**config.mk**
```make
export PLATFORM = sky130hd
export DESIGN_NAME = escaped_length_frame_receiver
export DESIGN_NICKNAME = d
export VERILOG_FILES = /design/src/rtl/elfr_pkg.sv /design/src/rtl/elfr_ram.sv /design/src/rtl/elfr_rx.sv /design/src/rtl/elfr_rd.sv /design/src/rtl/escaped_length_frame_receiver.sv
export SDC_FILE = /design/constraint.sdc
export NUM_CORES = 1
export LEC_CHECK = 0
export BUFFER_PORTS_ARGS = -buffer_cell sky130_fd_sc_hd__buf_2
export CAP_MARGIN = 25
export CORE_AREA = 4 4 203 205
export CTS_CLUSTER_SIZE = 16
export DETAILED_ROUTE_END_ITERATION = 8
export DIE_AREA = 0 0 207 209
export GPL_TIMING_DRIVEN = 1
export PLACE_DENSITY = 0.56
export SYNTH_ARGS = -nofsm -noshare
export SYNTH_HDL_FRONTEND = slang
export SYNTH_HIERARCHICAL = 1
export SYNTH_SLANG_ARGS = --single-unit
export TNS_END_PERCENT = 20
```
**constraint.sdc**
```tcl
create_clock -name clk_i -period 9.9 [get_ports clk_i]
set_clock_uncertainty 0.1 [all_clocks]
set_input_delay 2.475 -clock clk_i [delete_from_list [all_inputs] [get_ports clk_i]]
set_output_delay 2.475 -clock clk_i [all_outputs]
set_load 0.03 [all_outputs]
```
**src/rtl/elfr_pkg.sv**
```systemverilog
// Package for the escaped length frame receiver.
// Holds receiver phase codes, register indexes and the frame-done record.
// No dependencies.
`timescale 1ns / 1ps

package elfr_pkg;

  localparam logic [7:0] ESC_BYTE = 8'h10;
  localparam int unsigned LEN_W = 7;
  localparam int unsigned CFG_IDX_W = 1;

  typedef enum logic [1:0] {
    PH_IDLE = 2'd0,
    PH_RUN  = 2'd1,
    PH_ESC  = 2'd2
  } phase_e;

  typedef enum logic [CFG_IDX_W-1:0] {
    CFG_START_VALUE   = 1'b0,
    CFG_LENGTH_OFFSET = 1'b1
  } cfg_reg_e;

  typedef struct packed {
    logic             valid;
    logic [LEN_W-1:0] len;
  } done_t;

endpackage

```
**src/rtl/elfr_ram.sv**
```systemverilog
// Generic simple dual-port RAM: one write port, one read port, registered read.
// No dependencies.
`timescale 1ns / 1ps

module elfr_ram #(
  parameter int unsigned WIDTH = 8,
  parameter int unsigned DEPTH = 32
) (
  input  logic                     clk_i,
  input  logic                     we_i,
  input  logic [$clog2(DEPTH)-1:0] waddr_i,
  input  logic [WIDTH-1:0]         wdata_i,
  input  logic                     re_i,
  input  logic [$clog2(DEPTH)-1:0] raddr_i,
  output logic [WIDTH-1:0]         rdata_o
);

  logic [WIDTH-1:0] mem_q [DEPTH];
  logic [WIDTH-1:0] rdata_q;

  always_ff @(posedge clk_i) begin
    if (we_i) begin
      mem_q[waddr_i] <= wdata_i;
    end
    if (re_i) begin
      rdata_q <= mem_q[raddr_i];
    end
  end

  assign rdata_o = rdata_q;

endmodule

```
**src/rtl/elfr_rx.sv**
```systemverilog
// Receive side: phase tracking, escape handling, fill count and length capture.
// Writes bytes into the frame store and flags completed frames. Uses elfr_pkg.
`timescale 1ns / 1ps

module elfr_rx #(
  parameter int unsigned FRAME_BYTES = 32
) (
  input  logic                               clk_i,
  input  logic                               rst_ni,
  input  logic                               in_fire_i,
  input  logic [7:0]                         rx_byte_i,
  input  logic [7:0]                         start_value_i,
  input  logic [4:0]                         length_offset_i,
  output logic                               we_o,
  output logic [$clog2(FRAME_BYTES)-1:0]     waddr_o,
  output logic [7:0]                         wdata_o,
  output elfr_pkg::done_t                    done_o
);

  import elfr_pkg::*;

  localparam int unsigned AW = $clog2(FRAME_BYTES);
  localparam int unsigned CW = $clog2(FRAME_BYTES + 1);
  localparam logic [7:0] FB8 = 8'(FRAME_BYTES);
  localparam logic [CW-1:0] FULL_CNT = CW'(FRAME_BYTES);

  phase_e        phase_q, phase_d;
  logic [CW-1:0] fill_q, fill_d;
  logic [7:0]    len_q, len_d;
  logic [CW-1:0] fill_inc;
  logic          full;
  logic          pos_hit;
  logic [7:0]    len_eff;

  assign fill_inc = fill_q + 1'b1;
  assign full     = (fill_q == FULL_CNT);
  assign pos_hit  = ({3'b000, length_offset_i} == 8'(fill_q));
  assign len_eff  = pos_hit ? rx_byte_i : len_q;

  always_ff @(posedge clk_i or negedge rst_ni) begin
    if (!rst_ni) begin
      phase_q <= PH_IDLE;
      fill_q  <= '0;
      len_q   <= '0;
    end else begin
      phase_q <= phase_d;
      fill_q  <= fill_d;
      len_q   <= len_d;
    end
  end

  always_comb begin
    phase_d    = phase_q;
    fill_d     = fill_q;
    len_d      = len_q;
    we_o       = 1'b0;
    waddr_o    = fill_q[AW-1:0];
    wdata_o    = rx_byte_i;
    done_o     = '0;
    if (in_fire_i) begin
      unique case (phase_q)
        PH_RUN: begin
          if (rx_byte_i == ESC_BYTE) begin
            phase_d = PH_ESC;
          end else if (full) begin
            phase_d = PH_IDLE;
            fill_d  = '0;
          end else begin
            we_o   = 1'b1;
            fill_d = fill_inc;
            len_d  = len_eff;
            if (len_eff <= FB8 && 8'(fill_inc) == len_eff) begin
              done_o.valid = 1'b1;
              done_o.len   = LEN_W'(len_eff);
              phase_d      = PH_IDLE;
              fill_d       = '0;
            end
          end
        end
        PH_ESC: begin
          if (full) begin
            phase_d = PH_IDLE;
            fill_d  = '0;
          end else begin
            we_o    = 1'b1;
            fill_d  = fill_inc;
            len_d   = len_eff;
            phase_d = PH_RUN;
          end
        end
        default: begin
          if (rx_byte_i == start_value_i) begin
            we_o    = 1'b1;
            waddr_o = '0;
            fill_d  = CW'(1);
            phase_d = PH_RUN;
            len_d   = (length_offset_i == 5'd0) ? rx_byte_i : 8'h00;
          end else begin
            phase_d = PH_IDLE;
          end
        end
      endcase
    end
  end

endmodule

```
**src/rtl/elfr_rd.sv**
```systemverilog
// Readout side: walks the frame store after a completed frame and drives
// the output register with byte and last flag. Uses elfr_pkg.
`timescale 1ns / 1ps

module elfr_rd #(
  parameter int unsigned FRAME_BYTES = 32
) (
  input  logic                           clk_i,
  input  logic                           rst_ni,
  input  elfr_pkg::done_t                done_i,
  output logic                           re_o,
  output logic [$clog2(FRAME_BYTES)-1:0] raddr_o,
  input  logic [7:0]                     rdata_i,
  input  logic                           out_ready_i,
  output logic                           out_valid_o,
  output logic [7:0]                     frame_byte_o,
  output logic                           frame_last_o,
  output logic                           busy_o
);

  import elfr_pkg::*;

  localparam int unsigned AW = $clog2(FRAME_BYTES);

  logic             busy_q, busy_d;
  logic             pend_q, pend_d;
  logic             pend_last_q, pend_last_d;
  logic [LEN_W-1:0] cnt_q, cnt_d;
  logic [LEN_W-1:0] len_q, len_d;
  logic             oval_q, oval_d;
  logic [7:0]       obyte_q, obyte_d;
  logic             olast_q, olast_d;
  logic [LEN_W-1:0] cnt_inc;
  logic             issue;

  assign cnt_inc = cnt_q + 1'b1;
  assign issue   = busy_q && (cnt_q != len_q) && !pend_q && (!oval_q || out_ready_i);
  assign re_o    = issue;
  assign raddr_o = cnt_q[AW-1:0];

  always_ff @(posedge clk_i or negedge rst_ni) begin
    if (!rst_ni) begin
      busy_q      <= 1'b0;
      pend_q      <= 1'b0;
      pend_last_q <= 1'b0;
      cnt_q       <= '0;
      len_q       <= '0;
      oval_q      <= 1'b0;
      olast_q     <= 1'b0;
    end else begin
      busy_q      <= busy_d;
      pend_q      <= pend_d;
      pend_last_q <= pend_last_d;
      cnt_q       <= cnt_d;
      len_q       <= len_d;
      oval_q      <= oval_d;
      olast_q     <= olast_d;
    end
  end

  always_ff @(posedge clk_i) begin
    obyte_q <= obyte_d;
  end

  always_comb begin
    busy_d      = busy_q;
    pend_d      = 1'b0;
    pend_last_d = pend_last_q;
    cnt_d       = cnt_q;
    len_d       = len_q;
    oval_d      = oval_q;
    obyte_d     = obyte_q;
    olast_d     = olast_q;
    if (oval_q && out_ready_i) begin
      oval_d = 1'b0;
    end
    if (pend_q) begin
      oval_d  = 1'b1;
      obyte_d = rdata_i;
      olast_d = pend_last_q;
      if (pend_last_q) begin
        busy_d = 1'b0;
      end
    end
    if (issue) begin
      pend_d      = 1'b1;
      pend_last_d = (cnt_inc == len_q);
      cnt_d       = cnt_inc;
    end
    if (done_i.valid) begin
      busy_d = 1'b1;
      cnt_d  = '0;
      len_d  = done_i.len;
    end
  end

  assign out_valid_o  = oval_q;
  assign frame_byte_o = obyte_q;
  assign frame_last_o = olast_q;
  assign busy_o       = busy_q;

endmodule

```
**src/rtl/escaped_length_frame_receiver.sv**
```systemverilog
// Escaped length frame receiver: usage notes.
// Input channel (in_valid_i / in_ready_o / rx_byte_i) takes one received byte
// per transfer. While idle, a byte equal to start_value opens a frame; 0x10
// escapes the next byte; the byte at position length_offset gives the frame
// length. When the stored count reaches that length, the frame is read out
// of the store on the output channel (out_valid_o / out_ready_i) as
// frame_byte_o with frame_last_o on its final byte.
// Throughput: one input byte per cycle while a frame is being received.
// Readout: each byte is read from the store, then loaded into the single
// output register; a new read waits until no read is pending and the output
// register is empty or being taken. Input is held off from frame completion
// until the last byte has been read from the store; the last byte may then
// wait in the output register while new bytes are taken.
// A stalled receiver holds the output register and pauses readout.
// Configuration (cfg_valid_i / cfg_ready_o) is always ready; write only while
// idle. Reset returns to idle with start_value 1 and length_offset 1; the
// store needs no clearing pass.
// Depends on elfr_pkg, elfr_rx, elfr_rd and elfr_ram.
`timescale 1ns / 1ps

module escaped_length_frame_receiver #(
  parameter int unsigned FRAME_BYTES = 32
) (
  input  logic                           clk_i,
  input  logic                           rst_ni,
  input  logic                           in_valid_i,
  output logic                           in_ready_o,
  input  logic [7:0]                     rx_byte_i,
  output logic                           out_valid_o,
  input  logic                           out_ready_i,
  output logic [7:0]                     frame_byte_o,
  output logic                           frame_last_o,
  input  logic                           cfg_valid_i,
  output logic                           cfg_ready_o,
  input  logic [elfr_pkg::CFG_IDX_W-1:0] cfg_index_i,
  input  logic [7:0]                     cfg_data_i
);

  import elfr_pkg::*;

  localparam int unsigned AW = $clog2(FRAME_BYTES);

  logic [7:0]    start_q, start_d;
  logic [4:0]    loff_q, loff_d;
  logic          in_fire;
  logic          rd_busy;
  logic          we;
  logic [AW-1:0] waddr;
  logic [7:0]    wdata;
  logic          re;
  logic [AW-1:0] raddr;
  logic [7:0]    rdata;
  done_t         done;

  assign cfg_ready_o = 1'b1;
  assign in_ready_o  = !rd_busy;
  assign in_fire     = in_valid_i && in_ready_o;

  always_ff @(posedge clk_i or negedge rst_ni) begin
    if (!rst_ni) begin
      start_q <= 8'd1;
      loff_q  <= 5'd1;
    end else begin
      start_q <= start_d;
      loff_q  <= loff_d;
    end
  end

  always_comb begin
    start_d = start_q;
    loff_d  = loff_q;
    if (cfg_valid_i) begin
      unique case (cfg_index_i)
        CFG_START_VALUE:   start_d = cfg_data_i;
        CFG_LENGTH_OFFSET: loff_d  = cfg_data_i[4:0];
        default: ;
      endcase
    end
  end

  elfr_rx #(
    .FRAME_BYTES(FRAME_BYTES)
  ) u_rx (
    .clk_i          (clk_i),
    .rst_ni         (rst_ni),
    .in_fire_i      (in_fire),
    .rx_byte_i      (rx_byte_i),
    .start_value_i  (start_q),
    .length_offset_i(loff_q),
    .we_o           (we),
    .waddr_o        (waddr),
    .wdata_o        (wdata),
    .done_o         (done)
  );

  elfr_ram #(
    .WIDTH(8),
    .DEPTH(FRAME_BYTES)
  ) u_store (
    .clk_i  (clk_i),
    .we_i   (we),
    .waddr_i(waddr),
    .wdata_i(wdata),
    .re_i   (re),
    .raddr_i(raddr),
    .rdata_o(rdata)
  );

  elfr_rd #(
    .FRAME_BYTES(FRAME_BYTES)
  ) u_rd (
    .clk_i       (clk_i),
    .rst_ni      (rst_ni),
    .done_i      (done),
    .re_o        (re),
    .raddr_o     (raddr),
    .rdata_i     (rdata),
    .out_ready_i (out_ready_i),
    .out_valid_o (out_valid_o),
    .frame_byte_o(frame_byte_o),
    .frame_last_o(frame_last_o),
    .busy_o      (rd_busy)
  );

endmodule

```
======== Yosys cells after proc, flatten, opt, wreduce, memory -nomap -nowiden ========
Memory sizes are Yosys's and may differ from the RTL's. A register that Yosys moved wholly into a read port is not among the register bits.
Index checks and enable logic that the tools add are counted.
cells by class
  reduce and logical (&&, ||, !) cells .... 22
  equality and inequality tests ........... 11
  multiplexer cells ....................... 41
  $lt $le $gt $ge ......................... 1
  bitwise operators ....................... 1
  $add $sub $neg .......................... 2
operators with widths
  cell                                                                    number
  8-bit 2-to-1 mux                                                        10
  6-bit 2-to-1 mux                                                        5
  8-bit case mux with 2 select lines                                      1
  5-bit 2-to-1 mux                                                        3
  1-bit 2-to-1 mux                                                        14
  7-bit 2-to-1 mux                                                        2
  6-bit case mux with 2 select lines                                      1
  6-bit by 8-bit equality test with 1-bit output                          1
  8-bit by 5-bit equality test with 1-bit output (second input constant)  1
  8-bit equality test                                                     1
  8-bit by 6-bit <= comparator with 1-bit output (second input constant)  1
  2-bit AND reduction                                                     4
  2-bit nonzero test                                                      4
  7-bit by 1-bit adder with 7-bit output (second input constant)          1
  7-bit equality test                                                     1
  7-bit != test                                                           1
  6-bit by 1-bit adder with 6-bit output (second input constant)          1
  5-bit by 6-bit equality test with 1-bit output                          1
  6-bit equality test (second input constant)                             1
  1-bit logical AND                                                       6
  2-bit 2-to-1 mux                                                        3
  5-bit logical NOT                                                       1
  4-bit by 1-bit != test with 1-bit output (second input constant)        1
  2-bit case mux with 2 select lines                                      1
  other kinds (10)                                                        12
storage, ports and cells
  word-level logic and storage cells ...... 92
  bits in writable memories ............... 256
  memories kept ........................... 1
  input bits .............................. 22
  output and inout port bits .............. 12
  register bits ........................... 56
memory list
  memory         depth  bits a word  read ports  clocked after memory_dff  wr ports  line            source
  u_store.mem_q  32     8            1           1                         1         elfr_ram.sv:18  logic [WIDTH-1:0] mem_q [DEPTH];

======== Depth between registers and ports, before layout ========
  depth after elaboration ................. 11
  depth in mapped cells ................... 15
  gate-level depth less buffers ........... 12

======== Hierarchy ========
The synthesis kept the hierarchy.
modules (own cells, without submodules)
  module                         times used  sequential area each (um2)  area an instance (um2)  cells an instance
  elfr_ram                       1           7927.6                      10133.5                 417
  elfr_rx                        1           400.4                       1717.9                  198
  elfr_rd                        1           715.7                       1273.7                  106
  escaped_length_frame_receiver  1           327.8                       524.3                   33

======== Worst setup path before layout ========
OpenSTA, ideal clock, no wires.
  path kind ............................... input to register
  start point ............................. input rx_byte_i[0]
  end point ............................... register u_rd.len_q[2]
  data required time ...................... 9.673 ns
  buffers on the path ..................... 3
  arrival ................................. 5.218 ns
  library setup time ...................... 0.127 ns
  path slack .............................. 4.455 ns
  stages .................................. 12
  path through ............................ or4_1 o41ai_1 nand4_1 o41ai_2 o211a_1 nand4_1 or3_1 buf_2 inv_1 clkbuf_1 clkbuf_1 mux2_1
RTL lines
  item                  line                                 source
  from (decl)           escaped_length_frame_receiver.sv:28  input logic [7:0] rx_byte_i,
  to (signal assigned)  elfr_rd.sv:55                        len_q <= len_d;
  to (decl)             elfr_rd.sv:29                        logic [LEN_W-1:0] len_q, len_d;

==> impl_metrics.ini <==
[yosys]
syn_area_um2 = 13600
synth_edf_count = 272
synth_commonest_cells = 272 x edfxtp_1, 80 x mux4_2, 48 x nor2_1
async_flop_share = 0.150
syn-num-nets = 781
ys_top_cells_by_area = edfxtp_1 60%, mux4_2 13%, dfrtp_1 8.4%
avgSynthCellArea_um2 = 18.1
yosysTopAreaCellShare = 0.598
ys_seq_area_frac = 0.687
yosysWarnings = 6
synth_seq_cells = 320
synth_top_cell_by_area = edfxtp_1
synth_cells = 754
ys_types = 75
synthMostInstantiatedCell = edfxtp_1
ys.flop_type = edfxtp_1

[floorplanning]
initial_core_util = 0.346
dieWidth_um = 207
io_pins = 34
die_h_um = 209
rows = 73
core_um2 = 39500
die_area_um2 = 43300

[cts]
postCtsSetupBuffers = 0
root_buffer = clkbuf_16
postCtsHoldBufs = 0
post_cts_resized = 0
cts_buffer_depth = 3
numCtsBuffers = 36
clk_pin_slew_ps = 50
clock_latency_ps = 510
cts_tree = yes
clock_sinks = 320
cts-htree-levels = 2

[sta]
final_hold_viol_count = 0
rsz0062_at_grt = no
period_share = 0.574
fmax_mhz = 176
whs_ps = 319
finalMaxSlewViolations = 0
worst_slack_ps = 4210
finalCriticalPeriod_ps = 5690
relSlewSlack = 0.399
tightest_slew_ps = 898
setup_viol = 0
fin_tns_setup_ps = 0

[placed_design]
dp.cells = 1265
hpwl_mm = 18.2
port_buffers = 32
place.gp.congestion = 0.778
post-place-ws_ps = 3690

[route]
drt_wl_total_mm = 28.8
wl_met3_mm = 1.07
wire_per_inst_um = 21.6
dr.max_layer_used = met4
route.detailed.drc = 0
firstDrtPassIters = 5
viasPerCell = 5.16
ant_nets = 0
vias = 6880
wl_met1_mm = 13.0
dr_wl_met2_mm = 14.2
drtIter0Drc = 542

[layout]
drive_above_1_share = 0.278
stdcell_count = 1333
nFillCells = 3618
multi_input_area_um2 = 3870
register_area_um2 = 9380
nNetsFinal = 807
n_antenna_cell = 0
synthToLayoutAreaGrowth_pct = 12.6

[worst_setup_path]
cp-startpoint = rx_byte_i[1]
arrival_ps = 5980
r2r_start = u_rx/fill_q[2]$_DFFE_PN0P_
cp-end-kind = register
critical_path_class = in2reg
path_max_fanout = 38
crit_required_ps = 10190
r2r_setup_slack_ps = 5860
crit_path_start_kind = input pin

[pwr]
vdd_drop_max_uv = 126
p_per_area_nw_per_um2 = 195
leakage_nw = 4.96
power.total_mw = 2.99

[global_route]
antenna_found_initial = 0
grt_pass1_vias = 6996
grt_util_all_layers = 0.132
grt_pass1_wl_mm = 44.5
grt_max_degree = 73
gr-total-overflow = 0

[job]
cap_violations = 0

[run_status]
outcome = finished, final reports clean

[min_path]
hp-class = reg2reg
min_from = u_store/rdata_o[7]$_DFFE_PP_
## worst max-delay path, cell delays in order
cell and delay, ps:
buf_2 350, or4_1 660, o41ai_1 340, nand4_1 160, o41ai_2 120, o211a_1 220
nand4_1 120, or3_1 570, inv_1 540, mux2_2 400
## per-layer routing
metal,up-vias,global-route usage
met3,38,0.0192
li1,3050,-
met5,-,0
met1,3634,0.186
met4,0,0.0324
met2,158,0.219
## per-stage QoR
step	area (um2)	util
4_1_cts	15300	0.388
3_3_place_gp	14200	0.359
2_1_floorplan	13600	-
6_report	15400	0.390
5_1_grt	15400	0.390
3_5_place_dp	14200	0.359
## power breakdown
| part | switching (mW) | total, mW | leakage, nW | internal, mW |
|---|---|---|---|---|
| Combinational | 0.112 | 0.185 | 1.33 | 0.0734 |
| Clock | 0.508 | 1.30 | 0.568 | 0.788 |
| Sequential | 0.0285 | 1.51 | 3.06 | 1.48 |
| Total | 0.648 | 2.99 | 4.96 | 2.34 |
## cell families (layout without fill, tap and decap cells)
kind of cell / after synthesis / in the layout / synth area share
DFF: 320 / 320 / 0.687
and+or+nand+nor: 148 / 148 / 0.0582
muxes: 113 / 113 / 0.159
AOI/OAI and AO/OA: 67 / 67 / 0.0397
buffers and inverters: 66 / 120 / 0.0300
xor gates and xnor gates: 33 / 33 / 0.0212
adders and majority gates: 5 / 5 / 0.00458
other: 2 / 2 / 0.000550
## cell type report
type | instances | share of cell area
clock buffers | 49 | 0.0651
multi-input cells | 368 | 0.252
inverters | 16 | 0.00391
flip-flops and latches | 320 | 0.610
well taps | 525 | 0.0427
clock inverters | 17 | 0.0105
repair buffers | 38 | 0.0160
## placed cells by master, fill, tap and decap left out, types with 4 or more instances in the layout
| master | synthesis | routed |
|---|---|---|
| mux2_2 | 23 | 23 |
| edfxtp_1 | 272 | 272 |
| a21oi_2 | 4 | 4 |
| xnor2_1 | 22 | 22 |
| and2_1 | 5 | 5 |
| ha_1 | 5 | 5 |
| or3_1 | 7 | 7 |
| o21ai_0 | 5 | 5 |
| mux2_1 | 6 | 6 |
| nor2_1 | 48 | 48 |
| clkbuf_1 | 9 | 9 |
| a31oi_1 | 6 | 6 |
| buf_4 | 21 | 4 |
| a21oi_1 | 7 | 7 |
| mux4_2 | 80 | 80 |
| dfrtp_1 | 46 | 44 |
| nand2_1 | 23 | 23 |
| nor2b_1 | 5 | 5 |
| a22o_1 | 7 | 7 |
| xor2_1 | 11 | 11 |
| o21ai_1 | 4 | 4 |
| or4_1 | 5 | 5 |
| clkinv_1 | 0 | 8 |
| inv_1 | 15 | 15 |
| nand4_1 | 5 | 5 |
| nand3b_1 | 7 | 7 |
| clkbuf_16 | 0 | 37 |
| buf_2 | 3 | 32 |
| nand3_1 | 17 | 17 |
## worst paths after layout
path                                                  endpoint  depth (start not counted)
min in group asynchronous        u_rd/frame_last_o$_DFFE_PN0P_                          2
worst max-delay path                 u_rd/len_q[0]$_DFFE_PN0P_                         10
worst min-delay path            u_rd/frame_byte_o[7]$_DFFE_PP_                          0
max in group asynchronous            u_rd/cnt_q[0]$_DFFE_PN0P_                          2
worst min register to register  u_rd/frame_byte_o[7]$_DFFE_PP_                          0
worst max register to register       u_rd/len_q[0]$_DFFE_PN0P_                          9
## sequential cells by signal, indices dropped and copies added (netlist names)
signal,count
u_rd/out_valid_o,1
u_rd/cnt_q,7
u_store/mem_q,256
u_rd/pend_last_q,1
u_rd/frame_byte_o,8
start_q,8
u_rd/len_q,7
u_rd/frame_last_o,1
u_rd/pend_q,1
u_rx/phase_q,2
u_rx/fill_q,6
loff_q,5
u_rd/busy_o,1
u_rx/len_q,8
u_store/rdata_o,8
Power figures use the tool's default switching activity.
